File: src/rtl/core/rrbcd_pkg.sv
package rrbcd_pkg;

  localparam int SLOTS = 16;
  localparam int SLOT_W = (SLOTS > 1) ? $clog2(SLOTS) : 1;

  localparam int KEY_W = 64;
  localparam int SIZE_W = 17;
  localparam int SLOT_OUT_W = 4;
  localparam int HIT_W = 32;
  localparam int BYTE_W = 48;

  localparam logic [SIZE_W-1:0] CAPACITY_RESET = 17'h10000;

  typedef enum logic {
    KIND_LOOKUP = 1'b0,
    KIND_STORE  = 1'b1
  } kind_t;

  // item held in the input register
  typedef struct packed {
    logic              valid;
    kind_t             kind;
    logic [KEY_W-1:0]  key;
    logic [SIZE_W-1:0] block_size;
  } item_t;

  // directory answer handed to the result register
  typedef struct packed {
    logic                  valid;
    kind_t                 kind;
    logic                  hit;
    logic                  stored;
    logic [SLOT_OUT_W-1:0] slot;
    logic [SIZE_W-1:0]     size;
    logic                  evicted_valid;
    logic [KEY_W-1:0]      evicted_key;
    logic [SIZE_W-1:0]     block_size;
  } dir_res_t;

  // low bits of a slot number as shown on the result port
  function automatic logic [SLOT_OUT_W-1:0] slot_out(input logic [SLOT_W-1:0] idx);
    logic [31:0] wide;
    wide = 32'(idx);
    return wide[SLOT_OUT_W-1:0];
  endfunction

endpackage

File: src/rtl/core/round_robin_block_cache_directory.sv
// Directory of a fully associative block cache of 16 slots with rotating
// replacement. Raise start with kind, key and block_size; the transfer takes
// place at any clock edge where start is high and busy is low. busy is high
// only during reset, so one command may be issued every cycle. Each command
// gives exactly one result, shown for a single cycle while done is high; the
// receiver cannot stall, so capture it then. Each command passes the input
// register and the result register, with the parallel key compare and the
// replacement logic between them; throughput is one command per cycle.
// A lookup (kind 0) returns hit, the slot and stored
// size of the newest matching copy, or zeros on a miss. A store (kind 1) adds
// block_size to byte_count; if block_size does not exceed slot_capacity it
// overwrites the slot at the cursor, reports the previous occupant through
// evicted_valid and evicted_key, and advances the cursor. A larger block is
// refused: stored low, slot shows the cursor, nothing else changes. Write
// slot_capacity (reset 65536) with slot_capacity_we only while no command
// is in flight. hit_count, miss_count and byte_count show the counters after
// the command and wrap. No clearing pass is needed after reset.
module round_robin_block_cache_directory
  import rrbcd_pkg::*;
(
  input  logic                  clk,
  input  logic                  rst,
  input  logic                  start,
  output logic                  busy,
  input  logic                  kind,
  input  logic [KEY_W-1:0]      key,
  input  logic [SIZE_W-1:0]     block_size,
  input  logic                  slot_capacity_we,
  input  logic [SIZE_W-1:0]     slot_capacity,
  output logic                  done,
  output logic                  hit,
  output logic                  stored,
  output logic [SLOT_OUT_W-1:0] slot,
  output logic [SIZE_W-1:0]     size,
  output logic                  evicted_valid,
  output logic [KEY_W-1:0]      evicted_key,
  output logic [HIT_W-1:0]      hit_count,
  output logic [HIT_W-1:0]      miss_count,
  output logic [BYTE_W-1:0]     byte_count
);

  item_t    item;
  dir_res_t res;
  logic     accept;

  // hold off commands only while reset clears the pipeline
  assign busy   = rst;
  assign accept = start && !busy;

  rrbcd_in_stage u_in_stage (
    .clk        (clk),
    .rst        (rst),
    .accept     (accept),
    .kind       (kind),
    .key        (key),
    .block_size (block_size),
    .item       (item)
  );

  // compare, pick newest match, replace at cursor
  rrbcd_directory u_directory (
    .clk              (clk),
    .rst              (rst),
    .slot_capacity_we (slot_capacity_we),
    .slot_capacity    (slot_capacity),
    .item             (item),
    .res              (res)
  );

  // register the result and advance the counters
  rrbcd_result u_result (
    .clk           (clk),
    .rst           (rst),
    .res           (res),
    .done          (done),
    .hit           (hit),
    .stored        (stored),
    .slot          (slot),
    .size          (size),
    .evicted_valid (evicted_valid),
    .evicted_key   (evicted_key),
    .hit_count     (hit_count),
    .miss_count    (miss_count),
    .byte_count    (byte_count)
  );

endmodule

File: src/rtl/core/rrbcd_in_stage.sv
module rrbcd_in_stage
  import rrbcd_pkg::*;
(
  input  logic                clk,
  input  logic                rst,
  input  logic                accept,
  input  logic                kind,
  input  logic [KEY_W-1:0]    key,
  input  logic [SIZE_W-1:0]   block_size,
  output item_t               item
);

  logic              valid;
  kind_t             kind_q;
  logic [KEY_W-1:0]  key_q;
  logic [SIZE_W-1:0] size_q;

  always_ff @(posedge clk) begin
    if (rst) begin
      valid <= 1'b0;
    end else begin
      valid <= accept;
    end
  end

  // capture the payload on every transfer
  always_ff @(posedge clk) begin
    if (accept) begin
      kind_q <= kind_t'(kind);
      key_q  <= key;
      size_q <= block_size;
    end
  end

  assign item = '{valid: valid, kind: kind_q, key: key_q, block_size: size_q};

endmodule

File: src/rtl/core/rrbcd_directory.sv
module rrbcd_directory
  import rrbcd_pkg::*;
(
  input  logic              clk,
  input  logic              rst,
  input  logic              slot_capacity_we,
  input  logic [SIZE_W-1:0] slot_capacity,
  input  item_t             item,
  output dir_res_t          res
);

  logic [KEY_W-1:0]  slot_keys  [SLOTS];
  logic [SIZE_W-1:0] slot_sizes [SLOTS];
  logic [SLOTS-1:0]  slot_valid;
  logic [SLOT_W-1:0] cursor;
  logic [SLOT_W-1:0] cursor_next;
  logic [SIZE_W-1:0] capacity;

  logic [SLOTS-1:0]  match;
  logic              found;
  logic [SLOT_W-1:0] best;
  logic              fits;
  logic              do_write;

  always_ff @(posedge clk) begin
    if (rst) begin
      capacity <= CAPACITY_RESET;
    end else if (slot_capacity_we) begin
      capacity <= slot_capacity;
    end
  end

  always_comb begin
    for (int s = 0; s < SLOTS; s++) begin
      match[s] = slot_valid[s] && (slot_keys[s] == item.key);
    end
  end

  // walk from the cursor round the ring; the last match seen is the newest copy
  always_comb begin
    logic [SLOT_W:0] sum;
    found = 1'b0;
    best  = '0;
    for (int i = 0; i < SLOTS; i++) begin
      sum = (SLOT_W+1)'(cursor) + (SLOT_W+1)'(i);
      if (sum >= (SLOT_W+1)'(SLOTS)) begin
        sum = sum - (SLOT_W+1)'(SLOTS);
      end
      if (match[sum[SLOT_W-1:0]]) begin
        found = 1'b1;
        best  = sum[SLOT_W-1:0];
      end
    end
  end

  assign fits     = item.block_size <= capacity;
  assign do_write = item.valid && (item.kind == KIND_STORE) && fits;

  always_comb begin
    if (cursor == SLOT_W'(SLOTS - 1)) begin
      cursor_next = '0;
    end else begin
      cursor_next = cursor + SLOT_W'(1);
    end
  end

  always_ff @(posedge clk) begin
    if (rst) begin
      slot_valid <= '0;
      cursor     <= '0;
    end else if (do_write) begin
      slot_valid[cursor] <= 1'b1;
      cursor             <= cursor_next;
    end
  end

  always_ff @(posedge clk) begin
    if (do_write) begin
      slot_keys[cursor]  <= item.key;
      slot_sizes[cursor] <= item.block_size;
    end
  end

  always_comb begin
    res               = '0;
    res.valid         = item.valid;
    res.kind          = item.kind;
    res.block_size    = item.block_size;
    case (item.kind)
      KIND_LOOKUP: begin
        if (found) begin
          res.hit  = 1'b1;
          res.slot = slot_out(best);
          res.size = slot_sizes[best];
        end
      end
      KIND_STORE: begin
        res.slot = slot_out(cursor);
        if (fits) begin
          res.stored        = 1'b1;
          res.size          = item.block_size;
          res.evicted_valid = slot_valid[cursor];
          res.evicted_key   = slot_valid[cursor] ? slot_keys[cursor] : '0;
        end
      end
      default: begin
        res.slot = '0;
      end
    endcase
  end

endmodule

File: src/rtl/core/rrbcd_result.sv
module rrbcd_result
  import rrbcd_pkg::*;
(
  input  logic                  clk,
  input  logic                  rst,
  input  dir_res_t              res,
  output logic                  done,
  output logic                  hit,
  output logic                  stored,
  output logic [SLOT_OUT_W-1:0] slot,
  output logic [SIZE_W-1:0]     size,
  output logic                  evicted_valid,
  output logic [KEY_W-1:0]      evicted_key,
  output logic [HIT_W-1:0]      hit_count,
  output logic [HIT_W-1:0]      miss_count,
  output logic [BYTE_W-1:0]     byte_count
);

  logic is_lookup;
  logic is_store;

  assign is_lookup = res.valid && (res.kind == KIND_LOOKUP);
  assign is_store  = res.valid && (res.kind == KIND_STORE);

  always_ff @(posedge clk) begin
    if (rst) begin
      done       <= 1'b0;
      hit_count  <= '0;
      miss_count <= '0;
      byte_count <= '0;
    end else begin
      done <= res.valid;
      if (is_lookup && res.hit) begin
        hit_count <= hit_count + HIT_W'(1);
      end
      if (is_lookup && !res.hit) begin
        miss_count <= miss_count + HIT_W'(1);
      end
      // refused stores still count their bytes
      if (is_store) begin
        byte_count <= byte_count + BYTE_W'(res.block_size);
      end
    end
  end

  always_ff @(posedge clk) begin
    if (res.valid) begin
      hit           <= res.hit;
      stored        <= res.stored;
      slot          <= res.slot;
      size          <= res.size;
      evicted_valid <= res.evicted_valid;
      evicted_key   <= res.evicted_key;
    end
  end

endmodule

File: config.mk
export PLATFORM = sky130hd
export DESIGN_NAME = round_robin_block_cache_directory
export DESIGN_NICKNAME = d
export VERILOG_FILES = /design/src/rtl/core/rrbcd_pkg.sv /design/src/rtl/core/round_robin_block_cache_directory.sv /design/src/rtl/core/rrbcd_in_stage.sv /design/src/rtl/core/rrbcd_directory.sv /design/src/rtl/core/rrbcd_result.sv
export SDC_FILE = /design/constraint.sdc
export NUM_CORES = 2
export LEC_CHECK = 0
export BUFFER_PORTS_ARGS = -buffer_cell sky130_fd_sc_hd__buf_4
export CAP_MARGIN = 5
export CORE_AREA = 2 2 453 455
export CTS_BUF_LIST = sky130_fd_sc_hd__clkbuf_16
export DETAILED_ROUTE_END_ITERATION = 10
export DIE_AREA = 0 0 455 457
export PLACE_DENSITY = 0.63
export SLEW_MARGIN = 20
export SYNTH_ARGS = -nofsm -noshare
export SYNTH_HDL_FRONTEND = slang
export SYNTH_SLANG_ARGS = --single-unit
File: constraint.sdc
create_clock -name clk -period 10.22 [get_ports clk]
set_input_delay 2.555 -clock clk [delete_from_list [all_inputs] [get_ports clk]]
set_output_delay 2.555 -clock clk [all_outputs]
set_load 0.01 [all_outputs]
==> impl.org <==
** Drt
- After detailed routing, the number of vias per cell comes to around 6.4.
- Starting DRC count in detailed routing :: between 8000 and 9000
- Number of optimization iterations in the first detailed-route pass :: 8
- Post-Route WL :: between 300000 and 400000 um
- Routed length per placed instance :: around 43 um
- Total vias in the final route :: 57186
- Final routed DRC violation total :: 0
- In this run the remaining antenna-violating nets after routing total 0.

** Power and ir drop
- The share of total power dissipated in combinational logic is 11.5%.
- Part of the total power dissipated in sequential elements :: a little under half
- The completed layout was analyzed and its total power is between 15 and 20 mW.
- In this run the power density over the cells is 171.0 nW/um2.
- VDD IR-drop max :: around 0.16 mV
- The internal power of the cells totals roughly 12 mW.
- The analysis attributes to cell leakage a power of between 30 and 40 nW.
- Of the total power, the share spent switching nets is between 20% and 30%.
- Clock power share :: 41.4%
- Reported net switching power :: about 4.3 mW

** Clocking
- TritonCTS built the clock tree.
- Clock Pin Slew Worst Setup and Hold Paths :: 0.06 ns
- After clock tree synthesis, the setup repair step added 0 buffers.
- The H-tree generated during clock tree synthesis spans 4 levels.
- TritonCTS created 183 clock buffers.
- The number of gates resized after CTS was 0.
- No sink is reached through more buffers than the 3 on the longest clock path.
- Post-cts hold buffer count :: 0
- The later pin in the worst-skew pair is clocked with a latency of 0.88 ns.
- Number of clock sinks seen by CTS :: between 1500 and 2000
- Clock tree synthesis selected as its root buffer the cell sky130_fd_sc_hd__clkbuf_16.

** Global routing
- Summed over all layers, the global routing overflow is 0.
- The number of antenna violations at the first check in global routing came to 63.
- Number of global-route vias before repair :: 53800
- Total Routing Usage GR :: a little over a third
- Entering global routing, the biggest net connects around 140 pins.
- Wire length of the first global-routing pass :: 502800 um

** Yosys
- Cell accounting for the most synthesized area :: sky130_fd_sc_hd__edfxtp_1
- Fraction of the mapped netlist area in compound gates :: 3.721%
- The synthesized design contains about 1600 register bits.
- Counting distinct cell types in the post-synthesis netlist gives between 90 and 100.
- After synthesis the cells add up to 80670 um2.
- In the synthesized netlist, the number of instances is 5766.
- Yosys mapped a number of flops with a built-in enable equal to approximately 1500.
- Count of warnings emitted by yosys :: 0
- Adder-cell share of the synthesized area :: less than 1%
- Combinational family with the most area after synthesis :: multiplexers
- Synthesized area per cell :: around 14 um2
- Summing the areas of all xor and xnor instances in the mapped netlist gives 10.02% of the synthesized area.
- Largest cells by area after synthesis :: sky130_fd_sc_hd__edfxtp_1, sky130_fd_sc_hd__mux4_2, sky130_fd_sc_hd__xnor2_1
- The number of nets in the synthesized netlist is between 5000 and 6000.
- In the synthesized netlist, mux cells make up 12.79% of the area.
- Register area share after synthesis :: 58.42%
- After Yosys synthesis, and, or, nand and nor cells account for a little under an eighth of the synthesized area.
- Of all flip-flops after synthesis, the portion carrying an async set or reset was 0%.
- In the synthesized netlist the dominant register cell turns out to be sky130_fd_sc_hd__edfxtp_1.
- Top cell type's share of synthesized area :: about 55%

** STA
- Setup TNS :: 0 ns
- At the pin with the least slew margin, the transition time is 1.370 ns.
- In this run the tightest slew margin relative to its limit is 7.835%.
- Derived from the worst setup path, the maximum achievable clock frequency is about 0.12 GHz.
- Fin worst setup slack :: 1.803 ns
- The worst path uses 82.35% of the clock period.
- Setup repair after global routing left no endpoint under its margin.
- Minimum clock period :: approximately 8.4 ns
- Setup violations remaining at the end of the flow were counted as 0.
- The max-slew violation count was 0.
- Across the routed clock network, the largest skew measured is around 0.033 ns.
- The final count of hold timing violations was 0.

** Run
- # Max-Cap Violations :: 0

** Setup path
- Critical Path Sink Type :: flop
- By startpoint and endpoint, the worst setup path is classified as flop to flop.
- For the worst setup path, the data arrival time is slightly above 9 ns.
- The worst setup path is launched from a flop.
- Maximum fanout encountered on the critical timing path :: 31
- STA puts the critical path data required time at roughly 11 ns.

** Placed design
- HPWL after detailed placement :: 295600 um
- Final GP Congestion :: between 1 and 1.5
- The number of placed instances, taps included, is between 8000 and 9000.
- Placement Setup Slack :: between 2 and 2.5 ns
- Input and output buffers added on the ports amount to about 300.

** Min path
- The min-delay analysis places its worst path in the category flop to flop.

** Floorplanning
- The core region is roughly 200000 um2.
- The floorplan step set the die height to approximately 460 um.
- Overall die area :: a little over 200000 um2
- Once the floorplan was initialized, standard cells occupied around two fifths of the core.
- The floorplan has 166 rows.
- Overall die width :: 455 um
- For this design the top-level I/O count stands at ~310.

** Final layout
- Area growth from synthesis to layout :: 14.50%
- Layout cells sized above 1 :: 19.87%
- The final layout contains 6287 nets.
- Leaving out fill and tap cells, the most frequent cell in the layout is sky130_fd_sc_hd__edfxtp_1.
- Highest-count cells in the layout ignoring fill and taps :: sky130_fd_sc_hd__edfxtp_1, sky130_fd_sc_hd__xnor2_1, sky130_fd_sc_hd__buf_4
- Leaving out filler cells and counting taps, the final layout contains 8991.

** Status
- Run status :: complete, no violations
## area by class of cell
type                    instances  area (um2)
well taps                    2688        3363
clock inverters               151        1172
clock buffers                 186        4654
inverters                     131       491.7
fillers                     18109      111000
diodes                         17       42.54
multi-input cells            3697       31600
flip-flops and latches       1621       47150
repair buffers                500        3891
## power by group through the flow
stage	combinational (mW)	clock [mW]	sequential (mW)
global placement	1.79	0	7.57
detailed placement	1.77	0	7.57
floorplan	0.985	0	7.54
global route	1.86	6.84	7.44
finish	1.82	6.53	7.44
CTS	1.78	6.60	7.43
## state kept, by name, summed over array words and instances, names as in the netlist, named ones only
signal and cells:
u_result.size 17, u_result.slot 4, u_directory.capacity 17, u_result.hit 1, u_directory.slot_keys 1024, u_directory.slot_sizes 272
u_result.miss_count 32, u_result.byte_count 48, u_result.evicted_key 64, u_in_stage.valid 1, u_result.evicted_valid 1, u_in_stage.size_q 17
u_directory.slot_valid 16, u_in_stage.key_q 64, u_result.hit_count 32, u_result.stored 1, u_result.done 1, u_in_stage.kind_q 1
u_directory.cursor 4
## stage by stage
step / hold slack [ns] / util, % / instance area [um2]
detailed placement: 0.4775 / 42.52 / 86470
CTS: 0.4860 / 45.39 / 92290
global route: 0.5050 / 45.41 / 92330
floorplan: 0.4516 / - / 80670
global placement: 0.4624 / 42.52 / 86470
finish: 0.4865 / 45.42 / 92360
## cells by family after synthesis
family	after synthesis
multiplexers	584
adder cells (fa/ha/maj)	50
AO/OA/AOI/OAI	441
XOR/XNOR	923
buffers and inverters	448
AND/OR/NAND/NOR	1699
flip-flops	1621
## worst max-delay path: stages, from the launching register on
cell and delay, ns:
sky130_fd_sc_hd__edfxtp_1 0.51, sky130_fd_sc_hd__buf_4 0.47, sky130_fd_sc_hd__inv_1 0.37, sky130_fd_sc_hd__a2111oi_0 0.52, sky130_fd_sc_hd__nand4_1 0.42, sky130_fd_sc_hd__nor4_1 1.08
sky130_fd_sc_hd__and4_1 0.54, sky130_fd_sc_hd__mux2i_1 0.15, sky130_fd_sc_hd__mux4_2 0.61, sky130_fd_sc_hd__mux2i_1 0.27, sky130_fd_sc_hd__mux2i_1 0.11, sky130_fd_sc_hd__a21boi_1 0.19
sky130_fd_sc_hd__o21ai_1 0.12, sky130_fd_sc_hd__a2111oi_0 0.49, sky130_fd_sc_hd__o22ai_1 0.23, sky130_fd_sc_hd__nand2b_1 0.66, sky130_fd_sc_hd__a211oi_4 1.10, sky130_fd_sc_hd__a22oi_1 0.23
sky130_fd_sc_hd__nand2_1 0.14
## synthesized netlist by cell type, types with 105 or more instances
library cell               instances
sky130_fd_sc_hd__edfxtp_1       1466
sky130_fd_sc_hd__xnor2_1         623
sky130_fd_sc_hd__mux4_2          348
sky130_fd_sc_hd__nand4_1         327
sky130_fd_sc_hd__xor2_1          300
sky130_fd_sc_hd__nand2b_1        274
sky130_fd_sc_hd__nor2_1          270
sky130_fd_sc_hd__nand2_1         206
sky130_fd_sc_hd__dfxtp_1         155
sky130_fd_sc_hd__mux2i_1         153
sky130_fd_sc_hd__nor4_1          152
sky130_fd_sc_hd__inv_1           127
sky130_fd_sc_hd__a21oi_1         125
sky130_fd_sc_hd__clkbuf_1        120
sky130_fd_sc_hd__and3_1          106
sky130_fd_sc_hd__buf_2           105
## final timing paths
kind	endpoint	start	slack, ns	cells past startpoint
setup / recovery	u_result.size[7]	u_in_stage.key_q[15]	1.80	18
hold / removal	u_result.byte_count[0]	u_result.byte_count[0]	0.49	2
setup reg to reg	u_result.size[7]	u_in_stage.key_q[15]	1.80	18
hold reg to reg	u_result.byte_count[0]	u_result.byte_count[0]	0.49	2
## metal layers
metal / global-route usage (%) / vias to the layer above / routed length, um
li1: - / 22921 / -
met2: 55.11 / 3524 / 172300
met5: 0 / - / 125
met3: 7.563 / 814 / 34290
met1: 47.16 / 29909 / 147400
met4: 24.43 / 18 / 31000
No activity file was read; power rests on OpenSTA's default activity.
